File: config.mk
export PLATFORM = sky130hd
export DESIGN_NAME = adc_average_linear_calibration_unit
export DESIGN_NICKNAME = d
export VERILOG_FILES = /design/src/sv/aalc_pkg.sv /design/src/sv/aalc_ram.sv /design/src/sv/aalc_div.sv /design/src/sv/adc_average_linear_calibration_unit.sv
export SDC_FILE = /design/constraint.sdc
export NUM_CORES = 1
export LEC_CHECK = 0
export ABC_AREA = 1
export BUFFER_PORTS_ARGS = -buffer_cell sky130_fd_sc_hd__buf_2
export CELL_PAD_IN_SITES_DETAIL_PLACEMENT = 0
export CELL_PAD_IN_SITES_GLOBAL_PLACEMENT = 2
export CORE_MARGIN = 8
export CORE_UTILIZATION = 38
export DETAILED_ROUTE_END_ITERATION = 7
export PLACE_DENSITY_LB_ADDON = 0.1
export SLEW_MARGIN = 25
export SYNTH_ARGS = -nofsm -noshare
export SYNTH_HDL_FRONTEND = slang
export SYNTH_HIERARCHICAL = 1
export SYNTH_SLANG_ARGS = --single-unit
File: constraint.sdc
create_clock -name clk -period 5 [get_ports clk]
set_input_delay 1 -clock clk [delete_from_list [all_inputs] [get_ports clk]]
set_output_delay 1 -clock clk [all_outputs]
set_load 0.05 [all_outputs]
File: src/sv/aalc_pkg.sv
`timescale 1ns / 1ps
`default_nettype none
// ----------------------------------------------------------------------------
// ADC averaging and calibration package
// Shared widths, register indexes, reset values and the sequencer states.
// ----------------------------------------------------------------------------
package aalc_pkg;

	localparam int SAMPLE_W = 12;
	localparam int TEMP_W   = 16;
	localparam int DT_W     = 16;
	localparam int QUO_W    = 18;
	localparam int AVG_W    = 15;
	localparam int ADDR_W   = 4;
	localparam int DATA_W   = 32;

	localparam logic [1:0] REG_CAL_SAMPLE_LOW  = 2'd0;
	localparam logic [1:0] REG_CAL_TEMP_LOW    = 2'd1;
	localparam logic [1:0] REG_CAL_SAMPLE_HIGH = 2'd2;
	localparam logic [1:0] REG_CAL_TEMP_HIGH   = 2'd3;

	localparam logic [SAMPLE_W-1:0]      CAL_SAMPLE_LOW_RST  = 12'd684;
	localparam logic signed [TEMP_W-1:0] CAL_TEMP_LOW_RST    = -16'sd5170;
	localparam logic [SAMPLE_W-1:0]      CAL_SAMPLE_HIGH_RST = 12'd2496;
	localparam logic signed [TEMP_W-1:0] CAL_TEMP_HIGH_RST   = 16'sd7976;

	typedef enum logic [2:0] {
		ST_IDLE,
		ST_SUM,
		ST_PREP,
		ST_MUL,
		ST_NORM1,
		ST_NORM2,
		ST_DIV,
		ST_FINAL
	} state_t;

endpackage
`default_nettype wire

File: src/sv/aalc_ram.sv
`timescale 1ns / 1ps
`default_nettype none
// ----------------------------------------------------------------------------
// Generic RAM
// One write port and one read port with registered read data.
// ----------------------------------------------------------------------------
module aalc_ram #(
	parameter int WIDTH = 12,
	parameter int DEPTH = 8
) (
	input  logic                     clk,
	input  logic                     we,
	input  logic [$clog2(DEPTH)-1:0] waddr,
	input  logic [WIDTH-1:0]         wdata,
	input  logic                     re,
	input  logic [$clog2(DEPTH)-1:0] raddr,
	output logic [WIDTH-1:0]         rdata
);

	logic [WIDTH-1:0] mem_q [DEPTH];
	logic [WIDTH-1:0] rdata_q;

	always_ff @(posedge clk) begin
		if (we) begin
			mem_q[waddr] <= wdata;
		end
		if (re) begin
			rdata_q <= mem_q[raddr];
		end
	end

	assign rdata = rdata_q;

endmodule
`default_nettype wire

File: src/sv/aalc_div.sv
`timescale 1ns / 1ps
`default_nettype none
// ----------------------------------------------------------------------------
// Serial restoring divider
// Unsigned division producing one quotient bit per cycle, most significant
// first. The dividend must be below the divisor shifted left by QW bits.
// ----------------------------------------------------------------------------
module aalc_div #(
	parameter int NW = 33,
	parameter int DW = 16,
	parameter int QW = 18
) (
	input  logic          clk,
	input  logic          arst_n,
	input  logic          start,
	input  logic [NW-1:0] dividend,
	input  logic [DW-1:0] divisor,
	output logic          busy,
	output logic [QW-1:0] quotient,
	output logic          rem_nz
);

	localparam int RW = (NW > DW + QW - 1) ? NW : DW + QW - 1;
	localparam int CW = $clog2(QW + 1);

	logic          busy_q;
	logic [CW-1:0] cnt_q;
	logic [RW-1:0] rem_q;
	logic [RW-1:0] dvs_q;
	logic [QW-1:0] quo_q;
	logic          ge;

	assign ge = rem_q >= dvs_q;

	always_ff @(posedge clk or negedge arst_n) begin
		if (!arst_n) begin
			busy_q <= 1'b0;
			cnt_q  <= '0;
		end else if (start) begin
			busy_q <= 1'b1;
			cnt_q  <= CW'(QW);
		end else if (busy_q) begin
			cnt_q <= cnt_q - CW'(1);
			if (cnt_q == CW'(1)) begin
				busy_q <= 1'b0;
			end
		end
	end

	always_ff @(posedge clk) begin
		if (start) begin
			rem_q <= RW'(dividend);
			dvs_q <= RW'(divisor) << (QW - 1);
			quo_q <= '0;
		end else if (busy_q) begin
			rem_q <= ge ? rem_q - dvs_q : rem_q;
			dvs_q <= dvs_q >> 1;
			quo_q <= {quo_q[QW-2:0], ge};
		end
	end

	assign busy     = busy_q;
	assign quotient = quo_q;
	assign rem_nz   = |rem_q;

endmodule
`default_nettype wire

File: src/sv/adc_average_linear_calibration_unit.sv
`timescale 1ns / 1ps
`default_nettype none
// A result is loaded into the output register after the item passes the sum, prepare,
// multiply, normalise, divide and final states; the final state waits for a free output.
// A new item is accepted only in the idle state, once the previous result is loaded, so
// the bit-serial multiplier and the one-bit-per-cycle divider serve one item at a time.
// Reset marks every ring slot empty and clears the running sum, the previous values and
// the control state, and loads the calibration registers with their default points.
// ----------------------------------------------------------------------------
// ADC averaging unit with linear calibration
// Assembles a 12-bit sample, keeps a running sum over a ring of samples and
// maps the average to a rounded, saturated temperature through two points.
// ----------------------------------------------------------------------------
module adc_average_linear_calibration_unit #(
	parameter int RING_DEPTH = 8
) (
	input  logic                              clk,
	input  logic                              arst_n,
	input  logic                              psel,
	input  logic                              penable,
	input  logic                              pwrite,
	input  logic [aalc_pkg::ADDR_W-1:0]       paddr,
	input  logic [aalc_pkg::DATA_W-1:0]       pwdata,
	output logic [aalc_pkg::DATA_W-1:0]       prdata,
	output logic                              pready,
	input  logic                              reply_valid,
	output logic                              reply_ready,
	input  logic [7:0]                        reply_high,
	input  logic [7:0]                        reply_low,
	output logic                              result_valid,
	input  logic                              result_ready,
	output logic [aalc_pkg::SAMPLE_W-1:0]     sample,
	output logic [aalc_pkg::AVG_W-1:0]        average_x8,
	output logic signed [aalc_pkg::TEMP_W-1:0] temperature,
	output logic                              saturated,
	output logic                              fit_error,
	output logic                              temp_changed,
	output logic                              sample_changed
);

	localparam int SW     = aalc_pkg::SAMPLE_W;
	localparam int TW     = aalc_pkg::TEMP_W;
	localparam int QW     = aalc_pkg::QUO_W;
	localparam int PTR_W  = $clog2(RING_DEPTH);
	localparam int DEP_W  = $clog2(RING_DEPTH + 1);
	localparam int SUM_W  = SW + $clog2(RING_DEPTH);
	localparam int PROD_W = SUM_W + aalc_pkg::DT_W;
	localparam int NMAG_W = PROD_W + 2;
	localparam int MC_W   = $clog2(SUM_W + 1);
	localparam int FW     = QW + 2;
	localparam logic signed [FW-1:0] TEMP_MAX = FW'(32767);
	localparam logic signed [FW-1:0] TEMP_MIN = -(FW'(32768));

	aalc_pkg::state_t state_q, state_d;

	logic [SW-1:0]        cal_sample_low_q;
	logic signed [TW-1:0] cal_temp_low_q;
	logic [SW-1:0]        cal_sample_high_q;
	logic signed [TW-1:0] cal_temp_high_q;

	logic                  accept;
	logic                  out_load;
	logic [SW-1:0]         sample_q;
	logic [PTR_W-1:0]      ptr_q;
	logic [RING_DEPTH-1:0] valid_q;
	logic [SUM_W-1:0]      sum_q;
	logic [SW-1:0]         ram_rdata;
	logic [SW-1:0]         old_sample;
	logic signed [TW-1:0]  prev_temp_q;
	logic [SW-1:0]         prev_sample_q;

	logic [TW:0]          dt;
	logic [aalc_pkg::DT_W-1:0] dt_mag;
	logic [SUM_W-1:0]     csl_scaled;
	logic                 dx_neg;
	logic [SUM_W-1:0]     dx_mag;
	logic                 den_neg;
	logic [SW-1:0]        diff_mag;

	logic [aalc_pkg::DT_W-1:0] mcand_q;
	logic [PROD_W-1:0]    prod_q;
	logic [aalc_pkg::DT_W:0] mul_add;
	logic [MC_W-1:0]      mul_cnt_q;
	logic                 neg_q;
	logic [SUM_W-1:0]     den_q;
	logic                 fit_q;

	logic [NMAG_W-1:0]    num2;
	logic [NMAG_W-1:0]    dext;
	logic [NMAG_W-1:0]    nmag_q;
	logic                 nneg_q;
	logic                 big_q;

	logic                 tdiv_busy;
	logic [QW-1:0]        tquo;
	logic                 trnz;
	logic                 avg_busy;
	logic [aalc_pkg::AVG_W-1:0] avg_quo;

	logic [QW:0]          qa;
	logic signed [FW-1:0] qs;
	logic signed [FW-1:0] total;
	logic signed [TW-1:0] temp_fin;
	logic                 sat_fin;

	logic                 result_valid_q;
	logic [SW-1:0]        sample_out_q;
	logic [aalc_pkg::AVG_W-1:0] avg_out_q;
	logic signed [TW-1:0] temp_out_q;
	logic                 sat_out_q;
	logic                 fit_out_q;
	logic                 tchg_out_q;
	logic                 schg_out_q;

	// Configuration port.
	always_ff @(posedge clk or negedge arst_n) begin
		if (!arst_n) begin
			cal_sample_low_q  <= aalc_pkg::CAL_SAMPLE_LOW_RST;
			cal_temp_low_q    <= aalc_pkg::CAL_TEMP_LOW_RST;
			cal_sample_high_q <= aalc_pkg::CAL_SAMPLE_HIGH_RST;
			cal_temp_high_q   <= aalc_pkg::CAL_TEMP_HIGH_RST;
		end else if (psel && penable && pwrite) begin
			case (paddr[3:2])
				aalc_pkg::REG_CAL_SAMPLE_LOW:  cal_sample_low_q  <= pwdata[SW-1:0];
				aalc_pkg::REG_CAL_TEMP_LOW:    cal_temp_low_q    <= pwdata[TW-1:0];
				aalc_pkg::REG_CAL_SAMPLE_HIGH: cal_sample_high_q <= pwdata[SW-1:0];
				aalc_pkg::REG_CAL_TEMP_HIGH:   cal_temp_high_q   <= pwdata[TW-1:0];
				default: ;
			endcase
		end
	end

	always_comb begin
		case (paddr[3:2])
			aalc_pkg::REG_CAL_SAMPLE_LOW:
				prdata = {{(aalc_pkg::DATA_W-SW){1'b0}}, cal_sample_low_q};
			aalc_pkg::REG_CAL_TEMP_LOW:
				prdata = {{(aalc_pkg::DATA_W-TW){cal_temp_low_q[TW-1]}}, cal_temp_low_q};
			aalc_pkg::REG_CAL_SAMPLE_HIGH:
				prdata = {{(aalc_pkg::DATA_W-SW){1'b0}}, cal_sample_high_q};
			aalc_pkg::REG_CAL_TEMP_HIGH:
				prdata = {{(aalc_pkg::DATA_W-TW){cal_temp_high_q[TW-1]}}, cal_temp_high_q};
			default:
				prdata = '0;
		endcase
	end

	assign pready = 1'b1;

	// Sequencer.
	always_ff @(posedge clk or negedge arst_n) begin
		if (!arst_n) begin
			state_q <= aalc_pkg::ST_IDLE;
		end else begin
			state_q <= state_d;
		end
	end

	always_comb begin
		state_d     = state_q;
		reply_ready = 1'b0;
		out_load    = 1'b0;
		case (state_q)
			aalc_pkg::ST_IDLE: begin
				reply_ready = 1'b1;
				if (reply_valid) begin
					state_d = aalc_pkg::ST_SUM;
				end
			end
			aalc_pkg::ST_SUM:   state_d = aalc_pkg::ST_PREP;
			aalc_pkg::ST_PREP:  state_d = aalc_pkg::ST_MUL;
			aalc_pkg::ST_MUL: begin
				if (mul_cnt_q == MC_W'(1)) begin
					state_d = aalc_pkg::ST_NORM1;
				end
			end
			aalc_pkg::ST_NORM1: state_d = aalc_pkg::ST_NORM2;
			aalc_pkg::ST_NORM2: state_d = aalc_pkg::ST_DIV;
			aalc_pkg::ST_DIV: begin
				if (!tdiv_busy) begin
					state_d = aalc_pkg::ST_FINAL;
				end
			end
			aalc_pkg::ST_FINAL: begin
				if (!avg_busy && (!result_valid_q || result_ready)) begin
					out_load = 1'b1;
					state_d  = aalc_pkg::ST_IDLE;
				end
			end
			default: state_d = aalc_pkg::ST_IDLE;
		endcase
	end

	assign accept = reply_valid && reply_ready;

	// Sample ring with running sum.
	aalc_ram #(
		.WIDTH(SW),
		.DEPTH(RING_DEPTH)
	) u_ring (
		.clk  (clk),
		.we   (state_q == aalc_pkg::ST_SUM),
		.waddr(ptr_q),
		.wdata(sample_q),
		.re   (accept),
		.raddr(ptr_q),
		.rdata(ram_rdata)
	);

	assign old_sample = valid_q[ptr_q] ? ram_rdata : '0;

	always_ff @(posedge clk) begin
		if (accept) begin
			sample_q <= {reply_high[3:0], reply_low};
		end
	end

	always_ff @(posedge clk or negedge arst_n) begin
		if (!arst_n) begin
			ptr_q         <= '0;
			valid_q       <= '0;
			sum_q         <= '0;
			prev_temp_q   <= '0;
			prev_sample_q <= '0;
		end else begin
			if (state_q == aalc_pkg::ST_SUM) begin
				sum_q          <= sum_q - SUM_W'(old_sample) + SUM_W'(sample_q);
				valid_q[ptr_q] <= 1'b1;
				ptr_q          <= (ptr_q == PTR_W'(RING_DEPTH - 1)) ? '0 : ptr_q + PTR_W'(1);
			end
			if (out_load) begin
				prev_temp_q   <= temp_fin;
				prev_sample_q <= sample_q;
			end
		end
	end

	// Line terms in sign and magnitude form.
	assign dt         = {cal_temp_high_q[TW-1], cal_temp_high_q}
	                  - {cal_temp_low_q[TW-1], cal_temp_low_q};
	assign dt_mag     = dt[TW] ? aalc_pkg::DT_W'(~dt + 1'b1) : dt[TW-1:0];
	assign csl_scaled = SUM_W'(32'(cal_sample_low_q) * 32'(RING_DEPTH));
	assign dx_neg     = sum_q < csl_scaled;
	assign dx_mag     = dx_neg ? csl_scaled - sum_q : sum_q - csl_scaled;
	assign den_neg    = cal_sample_high_q < cal_sample_low_q;
	assign diff_mag   = den_neg ? cal_sample_low_q - cal_sample_high_q
	                            : cal_sample_high_q - cal_sample_low_q;

	assign mul_add = {1'b0, prod_q[PROD_W-1:SUM_W]}
	               + (prod_q[0] ? {1'b0, mcand_q} : '0);

	assign num2 = NMAG_W'({prod_q, 1'b0});
	assign dext = NMAG_W'(den_q);

	always_ff @(posedge clk or negedge arst_n) begin
		if (!arst_n) begin
			mul_cnt_q <= '0;
		end else if (state_q == aalc_pkg::ST_PREP) begin
			mul_cnt_q <= MC_W'(SUM_W);
		end else if (state_q == aalc_pkg::ST_MUL) begin
			mul_cnt_q <= mul_cnt_q - MC_W'(1);
		end
	end

	always_ff @(posedge clk) begin
		case (state_q)
			aalc_pkg::ST_PREP: begin
				mcand_q <= dt_mag;
				prod_q  <= {{aalc_pkg::DT_W{1'b0}}, dx_mag};
				neg_q   <= dt[TW] ^ dx_neg ^ den_neg;
				den_q   <= SUM_W'(32'(diff_mag) * 32'(RING_DEPTH));
				fit_q   <= cal_sample_high_q == cal_sample_low_q;
			end
			aalc_pkg::ST_MUL: begin
				prod_q <= {mul_add, prod_q[SUM_W-1:1]};
			end
			aalc_pkg::ST_NORM1: begin
				if (!neg_q) begin
					nmag_q <= num2 + dext;
					nneg_q <= 1'b0;
				end else if (num2 > dext) begin
					nmag_q <= num2 - dext;
					nneg_q <= 1'b1;
				end else begin
					nmag_q <= dext - num2;
					nneg_q <= 1'b0;
				end
			end
			aalc_pkg::ST_NORM2: begin
				big_q <= {1'b0, nmag_q} >= {den_q, 1'b0, {QW{1'b0}}};
			end
			default: ;
		endcase
	end

	aalc_div #(
		.NW(NMAG_W),
		.DW(SUM_W + 1),
		.QW(QW)
	) u_temp_div (
		.clk     (clk),
		.arst_n  (arst_n),
		.start   (state_q == aalc_pkg::ST_NORM2),
		.dividend(nmag_q),
		.divisor ({den_q, 1'b0}),
		.busy    (tdiv_busy),
		.quotient(tquo),
		.rem_nz  (trnz)
	);

	aalc_div #(
		.NW(SUM_W + 3),
		.DW(DEP_W),
		.QW(aalc_pkg::AVG_W)
	) u_avg_div (
		.clk     (clk),
		.arst_n  (arst_n),
		.start   (state_q == aalc_pkg::ST_PREP),
		.dividend({sum_q, 3'b000}),
		.divisor (DEP_W'(RING_DEPTH)),
		.busy    (avg_busy),
		.quotient(avg_quo),
		.rem_nz  ()
	);

	// Floor of the signed quotient, offset, rounding already folded in.
	assign qa    = {1'b0, tquo} + (QW + 1)'(trnz);
	assign qs    = nneg_q ? -$signed({1'b0, qa}) : $signed({2'b00, tquo});
	assign total = $signed({{(FW - TW){cal_temp_low_q[TW-1]}}, cal_temp_low_q}) + qs;

	always_comb begin
		if (fit_q) begin
			temp_fin = '0;
			sat_fin  = 1'b0;
		end else if (big_q) begin
			temp_fin = nneg_q ? TW'(TEMP_MIN) : TW'(TEMP_MAX);
			sat_fin  = 1'b1;
		end else if (total > TEMP_MAX) begin
			temp_fin = TW'(TEMP_MAX);
			sat_fin  = 1'b1;
		end else if (total < TEMP_MIN) begin
			temp_fin = TW'(TEMP_MIN);
			sat_fin  = 1'b1;
		end else begin
			temp_fin = total[TW-1:0];
			sat_fin  = 1'b0;
		end
	end

	// Output register.
	always_ff @(posedge clk or negedge arst_n) begin
		if (!arst_n) begin
			result_valid_q <= 1'b0;
		end else if (out_load) begin
			result_valid_q <= 1'b1;
		end else if (result_ready) begin
			result_valid_q <= 1'b0;
		end
	end

	always_ff @(posedge clk) begin
		if (out_load) begin
			sample_out_q <= sample_q;
			avg_out_q    <= avg_quo;
			temp_out_q   <= temp_fin;
			sat_out_q    <= sat_fin;
			fit_out_q    <= fit_q;
			tchg_out_q   <= temp_fin != prev_temp_q;
			schg_out_q   <= sample_q != prev_sample_q;
		end
	end

	assign result_valid   = result_valid_q;
	assign sample         = sample_out_q;
	assign average_x8     = avg_out_q;
	assign temperature    = temp_out_q;
	assign saturated      = sat_out_q;
	assign fit_error      = fit_out_q;
	assign temp_changed   = tchg_out_q;
	assign sample_changed = schg_out_q;

endmodule
`default_nettype wire

==> PnR_summary.wiki, run 1 <==
{| class="wikitable"
! Metric !! Value
|-
| Status || finished, violations left
|-
| Violations in the final reports || setup timing
|-
| Final Wtd Congestion || 0.938
|-
| Total global routing track utilization || 21.4%
|-
| # Max-Cap Violations || 0
|-
| Remaining routing DRC violations || 0
|-
| Layout Nets || 5,191
|-
| Delay of the slowest cell on the worst path || 0.40 ns
|-
| Number of global-route vias before repair || 29,600
|-
| Relative area change from synthesis to final layout || 16.8%
|-
| Number of instances in the synthesized netlist || 4,630
|-
| Met2 Track Usage GR || 36.5%
|-
| Final count of hold timing violations || 0
|-
| Setup repair after global routing missed its margin || true
|-
| Warnings from Yosys || 6
|-
| Clock latency reported for the late side of the worst-skew pair || 0.65 ns
|-
| Endpoints failing setup || 3
|-
| Global-route wire length before repair || 174 mm
|-
| CP max FO || 4
|-
| Largest net degree at the start of global routing || 79
|-
| Maximum operating frequency || 0.192 GHz
|-
| Endpoint required time on the critical path || 5.40 ns
|-
| Slew at the pin with the worst max-slew slack || 0.996 ns
|-
| Total detailed-routing wirelength || 113 mm
|-
| Hold bufs inserted after CTS || 0
|-
| Most frequent cell on the critical path || sky130_fd_sc_hd__nand2_2
|-
| Core region area || 93,000 um2
|-
| Remaining max-slew budget at the tightest pin || 33.4%
|-
| Height of the die || 322 um
|-
| Worst clock skew || 0.0469 ns
|-
| Period Utilization, post-route || 104%
|-
| Worst r2r path cells || 35
|-
| Worst slack at placement || -0.688 ns
|-
| Fraction of met1 tracks used by global routing || 29.0%
|-
| Number of clock buffers inserted by TritonCTS || 66
|-
| Routed length per instance || 18.4 um
|-
| Number of antenna diodes || 0
|-
| Clock Pin Slew Worst Setup and Hold Paths || 0.06 ns
|-
| Number of buffer cells added on primary ports || 117
|-
| Number of filler instances in the final layout || 9,688
|-
| Slack of the critical path || -0.198 ns
|-
| Met3 global-route usage || 2.60%
|-
| Std-Cell Rows || 112
|-
| Critical-path top delay cell || sky130_fd_sc_hd__edfxtp_1
|-
| Violation count after the first detailed-route iteration || 1,992
|-
| Kind of end point of the critical path || register
|-
| Max clock buf depth || 3
|-
| Chip width || 322 um
|-
| H-tree lvl count || 3
|-
| Max-slew violation count || 0
|-
| Half-perimeter wire length after detailed placement || 86.4 mm
|-
| Iteration count of the initial detailed-routing pass || 5
|-
| Total global routing overflow || 0
|-
| Startpoint-to-endpoint class of the critical path || register to register
|-
| Number of primary I/O pins || 141
|-
| Number of antenna violations at the first check in global routing || 0
|-
| Sort of element at the start of the critical path || register
|-
| CTS tree || built
|-
| Layout cells sized above 1 || 14.0%
|-
| Via count || 30,100
|-
| Average via count per standard cell || 4.88
|-
| Initial Utilization || 38.3%
|-
| Busiest layer in global routing || met2
|-
| Mean instance size in the synthesized netlist || 7.69 um2
|-
| Arrival time worst endpoint || 5.59 ns
|-
| Total Die Area || 104,000 um2
|-
| Minimum period implied by the final worst setup slack || 5.20 ns
|-
| Number of nets with antenna violations after detailed routing || 0
|-
| Clock root buffer || sky130_fd_sc_hd__clkbuf_16
|-
| Tightest Hold Check Type || input pin to async pin
|-
| Count of clock tree sinks || 526
|-
| Cell area after technology mapping || 35,600 um2
|-
| Total Neg Setup Slack || -0.360 ns
|}
## worst paths after layout
kind	from	endpoint	slack [ns]
max in group asynchronous	arst_n	cal_temp_high_q[5]$_DFFE_PN1P_	3.70
worst max register to register	u_temp_div/rem_q[6]$_DFFE_PP_	temp_changed$_DFFE_PP_	-0.20
worst min register to register	u_avg_div/quotient[14]$_SDFFE_PP0P_	average_x8[14]$_DFFE_PP_	0.44
min in group clk	u_avg_div/quotient[14]$_SDFFE_PP0P_	average_x8[14]$_DFFE_PP_	0.44
worst min-delay path	arst_n	prev_temp_q[4]$_DFFE_PN0P_	0.40
worst max-delay path	u_temp_div/rem_q[6]$_DFFE_PP_	temp_changed$_DFFE_PP_	-0.20
## per-stage QoR
stage | utilization (%) | cell area (um2) | hold WS, ns | std cells
finish | 44.7 | 41600 | 0.405 | 6176
global route | 44.7 | 41600 | 0.446 | 6176
CTS | 44.1 | 41000 | 0.423 | 6163
detailed placement | 41.2 | 38300 | 0.431 | 6028
global placement | 41.2 | 38300 | 0.415 | 6028
floorplan | - | 35600 | 0.403 | 4641
## flip-flops by register name, summed over array words and instances, names as in the netlist, 15 cells and up
register             flops
prev_temp_q             16
mcand_q                 16
u_avg_div/rem_q         18
cal_temp_low_q          16
prod_q                  31
u_avg_div/quotient      15
sum_q                   15
u_temp_div/rem_q        33
nmag_q                  32
u_avg_div/dvs_q         18
temperature             16
u_ring/mem_q            96
cal_temp_high_q         16
u_temp_div/dvs_q        33
average_x8              15
u_temp_div/quotient     18
## placed cells by master (no fill, tap or decap), types with 27 or more instances in the layout
cell	n
sky130_fd_sc_hd__dfxtp_1	64
sky130_fd_sc_hd__nand2_2	75
sky130_fd_sc_hd__nand4_1	38
sky130_fd_sc_hd__o21ai_0	291
sky130_fd_sc_hd__clkbuf_16	67
sky130_fd_sc_hd__xor2_1	110
sky130_fd_sc_hd__nor2_1	322
sky130_fd_sc_hd__o21ai_1	36
sky130_fd_sc_hd__nor3_1	35
sky130_fd_sc_hd__inv_2	39
sky130_fd_sc_hd__a21oi_1	244
sky130_fd_sc_hd__nand2_1	1214
sky130_fd_sc_hd__edfxtp_1	333
sky130_fd_sc_hd__buf_4	154
sky130_fd_sc_hd__inv_1	704
sky130_fd_sc_hd__xnor2_1	37
sky130_fd_sc_hd__clkinv_1	30
sky130_fd_sc_hd__buf_2	116
sky130_fd_sc_hd__dfrtp_1	101
sky130_fd_sc_hd__ha_1	237
sky130_fd_sc_hd__dfstp_2	27
sky130_fd_sc_hd__nand3_1	215
## what timing repair did
action / CTS / global route
resized for setup: 83 / 107
endpoints found under the setup margin: 34 / 34
setup buffers: 13 / 12
gates cloned: 1 / 0
pin swaps: 62 / 63
## area by class of cell
type                    count  area [um2]  share of cell area (%)
flip-flops and latches    526       14500                    35.0
multi-input cells        3208       18100                    43.6
clock buffers              82        1790                    4.31
well taps                1254        1570                    3.77
repair buffers            298        2090                    5.02
clock inverters            39         558                    1.34
inverters                 769        2900                    6.97
## per-layer routing
| layer | vias up | part of all wire (%) |
|---|---|---|
| met3 | 145 | 3.5 |
| li1 | 15500 | - |
| met1 | 14000 | 47 |
| met4 | 0 | 2.3 |
| met5 | - | 0 |
| met2 | 493 | 48 |
## worst max-delay path: cells and delay by family (launching register included)
| kind | cells | cell delay (ns) |
|---|---|---|
| buffers and inverters | 7 | 0.80 |
| xor gates and xnor gates | 1 | 0.17 |
| DFF | 1 | 0.40 |
| adders and majority gates | 3 | 0.65 |
| AOI/OAI and AO/OA | 6 | 0.82 |
| and+or+nand+nor | 18 | 2.15 |
Power of run 1 is left out: the tool's default activity adds up to more than one toggle a clock period on the data nets, which glitch-free logic cannot reach.
==> run 2, diff against run 1 <==
--- a/config.mk
+++ b/config.mk
@@ -11,9 +11,11 @@
 export CELL_PAD_IN_SITES_GLOBAL_PLACEMENT = 2
 export CORE_MARGIN = 8
 export CORE_UTILIZATION = 38
+export CTS_BUF_LIST = sky130_fd_sc_hd__clkbuf_8 sky130_fd_sc_hd__clkbuf_16
 export DETAILED_ROUTE_END_ITERATION = 7
 export PLACE_DENSITY_LB_ADDON = 0.1
-export SLEW_MARGIN = 25
+export REMOVE_ABC_BUFFERS = 1
+export SLEW_MARGIN = 10
 export SYNTH_ARGS = -nofsm -noshare
 export SYNTH_HDL_FRONTEND = slang
 export SYNTH_HIERARCHICAL = 1
==> run 2 against run 1 <==
Against the previous run: the flow still finishes with violations (setup timing); via count shrank 0.53%; final area shrank 0.39%; clock skew grew 0.019 ns; first-iteration DRC count grew 0.15%; non-clock buffer count shrank 10; critical path type unchanged; critical endpoint unchanged.
==> PnR_summary.wiki, run 2 (same netlist as run 1, synthesis figures left out) <==
{| class="wikitable"
! Metric !! Value
|-
| Status || finished, violations left
|-
| Violations in the final reports || setup timing
|-
| Final Wtd Congestion || 0.880
|-
| Worst r2r path cells || 39
|-
| Max-slew violation count || 0
|-
| Half-perimeter wire length after detailed placement || 86.6 mm
|-
| Number of antenna violations at the first check in global routing || 10
|-
| Total global routing overflow || 0
|-
| Iteration count of the initial detailed-routing pass || 5
|-
| Clock Pin Slew Worst Setup and Hold Paths || 0.06 ns
|-
| Leading cell types in the layout, fill and taps excluded || sky130_fd_sc_hd__nand2_1 (1,228), sky130_fd_sc_hd__inv_1 (723), sky130_fd_sc_hd__edfxtp_1 (333), sky130_fd_sc_hd__nor2_1 (322), sky130_fd_sc_hd__o21ai_0 (294)
|-
| Delay of the slowest cell on the worst path || 0.39 ns
|-
| Max clock buf depth || 3
|-
| Layout Cell Area excl Fill || 41,400 um2
|-
| CP max FO || 8
|-
| Final count of hold timing violations || 0
|-
| Remaining max-slew budget at the tightest pin || 27.5%
|-
| Critical path startpoint || u_temp_div/rem_q[6]$_DFFE_PP_
|-
| H-tree lvl count || 3
|-
| Total Die Area || 104,000 um2
|-
| Top Registers || u_ring/mem_q: 96 flops, u_temp_div/dvs_q: 33 flops, u_temp_div/rem_q: 33 flops
|-
| Startpoint-to-endpoint class of the critical path || register to register
|-
| Slew at the pin with the worst max-slew slack || 1.09 ns
|-
| Clock latency reported for the late side of the worst-skew pair || 0.66 ns
|-
| Register with the highest flop count || u_ring/mem_q
|-
| Total detailed-routing wirelength || 113 mm
|-
| Period Utilization, post-route || 104%
|-
| Via count || 30,000
|-
| Core region area || 93,000 um2
|-
| Largest net degree at the start of global routing || 85
|-
| Initial Utilization || 38.3%
|-
| Minimum period implied by the final worst setup slack || 5.22 ns
|-
| Final Non-Filler Cells || 6,172
|-
| Setup repair after global routing missed its margin || true
|-
| Maximum operating frequency || 0.192 GHz
|-
| Count of clock tree sinks || 526
|-
| Relative area change from synthesis to final layout || 16.3%
|-
| Number of global-route vias before repair || 29,800
|-
| Worst flop-to-flop path endpoint || temp_changed$_DFFE_PP_
|-
| Layout Nets || 5,181
|-
| Chip width || 322 um
|-
| Worst clock skew || 0.0659 ns
|-
| Final core utilization || 44.5%
|-
| Average via count per standard cell || 4.86
|-
| Placed Cells incl. Taps || 6,025
|-
| Height of the die || 322 um
|-
| Clock root buffer || sky130_fd_sc_hd__clkbuf_16
|-
| Total global routing track utilization || 21.5%
|-
| Violation count after the first detailed-route iteration || 1,995
|-
| Arrival time worst endpoint || 5.61 ns
|-
| Number of primary I/O pins || 141
|-
| Reg-to-reg startpoint || u_temp_div/rem_q[6]$_DFFE_PP_
|-
| Worst-case hold slack || 0.392 ns
|-
| Tightest Hold Check Type || input pin to async pin
|-
| Number of nets with antenna violations after detailed routing || 0
|-
| Placement-stage cell area || 38,300 um2
|-
| Number of buffer cells added on primary ports || 117
|-
| Slack of the critical path || -0.222 ns
|-
| Kind of end point of the critical path || register
|-
| Global-route wire length before repair || 175 mm
|-
| Remaining routing DRC violations || 0
|-
| # Max-Cap Violations || 0
|-
| Register-to-register setup slack || -0.22 ns
|-
| CTS tree || built
|-
| Layout cells sized above 1 || 13.4%
|-
| Sort of element at the start of the critical path || register
|-
| Most frequent standard cell in the layout excluding fill and tap cells || sky130_fd_sc_hd__nand2_1
|-
| Std-Cell Rows || 112
|-
| Critical-path top delay cell || sky130_fd_sc_hd__edfxtp_1
|-
| Endpoint required time on the critical path || 5.39 ns
|-
| Routed length per instance || 18.2 um
|-
| Endpoints failing setup || 7
|-
| Max FFs per register || 96
|-
| Number of clock buffers inserted by TritonCTS || 66
|}
[run 2: cell count changes in the layout (fill, tap and decap cells not counted), moves of 5 or more]
cell                         before   now
sky130_fd_sc_hd__nor2_2          25    30
sky130_fd_sc_hd__clkinv_2         7    14
sky130_fd_sc_hd__nor2_4          14     9
sky130_fd_sc_hd__nand2_2         75    61
sky130_fd_sc_hd__clkbuf_1         9     0
sky130_fd_sc_hd__nand2_1       1214  1228
sky130_fd_sc_hd__clkinvlp_4       7     1
sky130_fd_sc_hd__buf_4          154   145
sky130_fd_sc_hd__inv_1          704   723
sky130_fd_sc_hd__inv_2           39    33
sky130_fd_sc_hd__diode_2          0     5
[run 2: metrics by stage]
stage	worst slack [ns]	TNS (ns)
6_report	-0.222	-0.706
3_5_place_dp	-0.763	-13.67
5_1_grt	-0.712	-12.04
2_1_floorplan	-15.02	-476.58
3_3_place_gp	-0.759	-13.58
4_1_cts	-0.370	-2.46
[run 2: area by class of cell]
class / count / area, um2
fillers: 9704 / 51600
multi-input cells: 3208 / 18100
flip-flops and latches: 526 / 14500
inverters: 769 / 2900
repair buffers: 288 / 2000
clock buffers: 72 / 1760
well taps: 1254 / 1570
clock inverters: 50 / 544
diodes: 5 / 12.5
[run 2: what timing repair did]
item                                   in CTS  in global routing
pin swaps                                  48                 66
resized for setup                         109                 55
setup endpoints to repair                  34                 34
gates cloned                                2                  0
setup buffers                              12                  7
hold buffers                                0                  0
endpoints found under the hold margin       0                  0
[run 2: worst max path at each step]
stage | end | depth (start not counted)
CTS | temp_changed$_DFFE_PP_ | 40
global route | temp_changed$_DFFE_PP_ | 38
finish | temp_changed$_DFFE_PP_ | 39
detailed placement | temp_changed$_DFFE_PP_ | 37
floorplan | prdata[15] | 4
global placement | temp_changed$_DFFE_PP_ | 38
[run 2: routing by layer]
metal / up-vias / global-route usage (%) / wire length (um)
met5: - / 0 / 40
met4: 6 / 8.34 / 4580
li1: 15400 / - / -
met2: 554 / 35.8 / 51800
met1: 13800 / 28.1 / 51500
met3: 195 / 3.25 / 4700
[run 2: worst max-delay path, delay by kind of cell (launching register included)]
| family | cells | cell delay, ns |
|---|---|---|
| AO/OA/AOI/OAI | 6 | 0.76 |
| adder cells (fa/ha/maj) | 3 | 0.54 |
| buffers and inverters | 7 | 0.82 |
| flip-flops | 1 | 0.39 |
| AND/OR/NAND/NOR | 23 | 2.42 |
Power of run 2 is left out for the same reason.
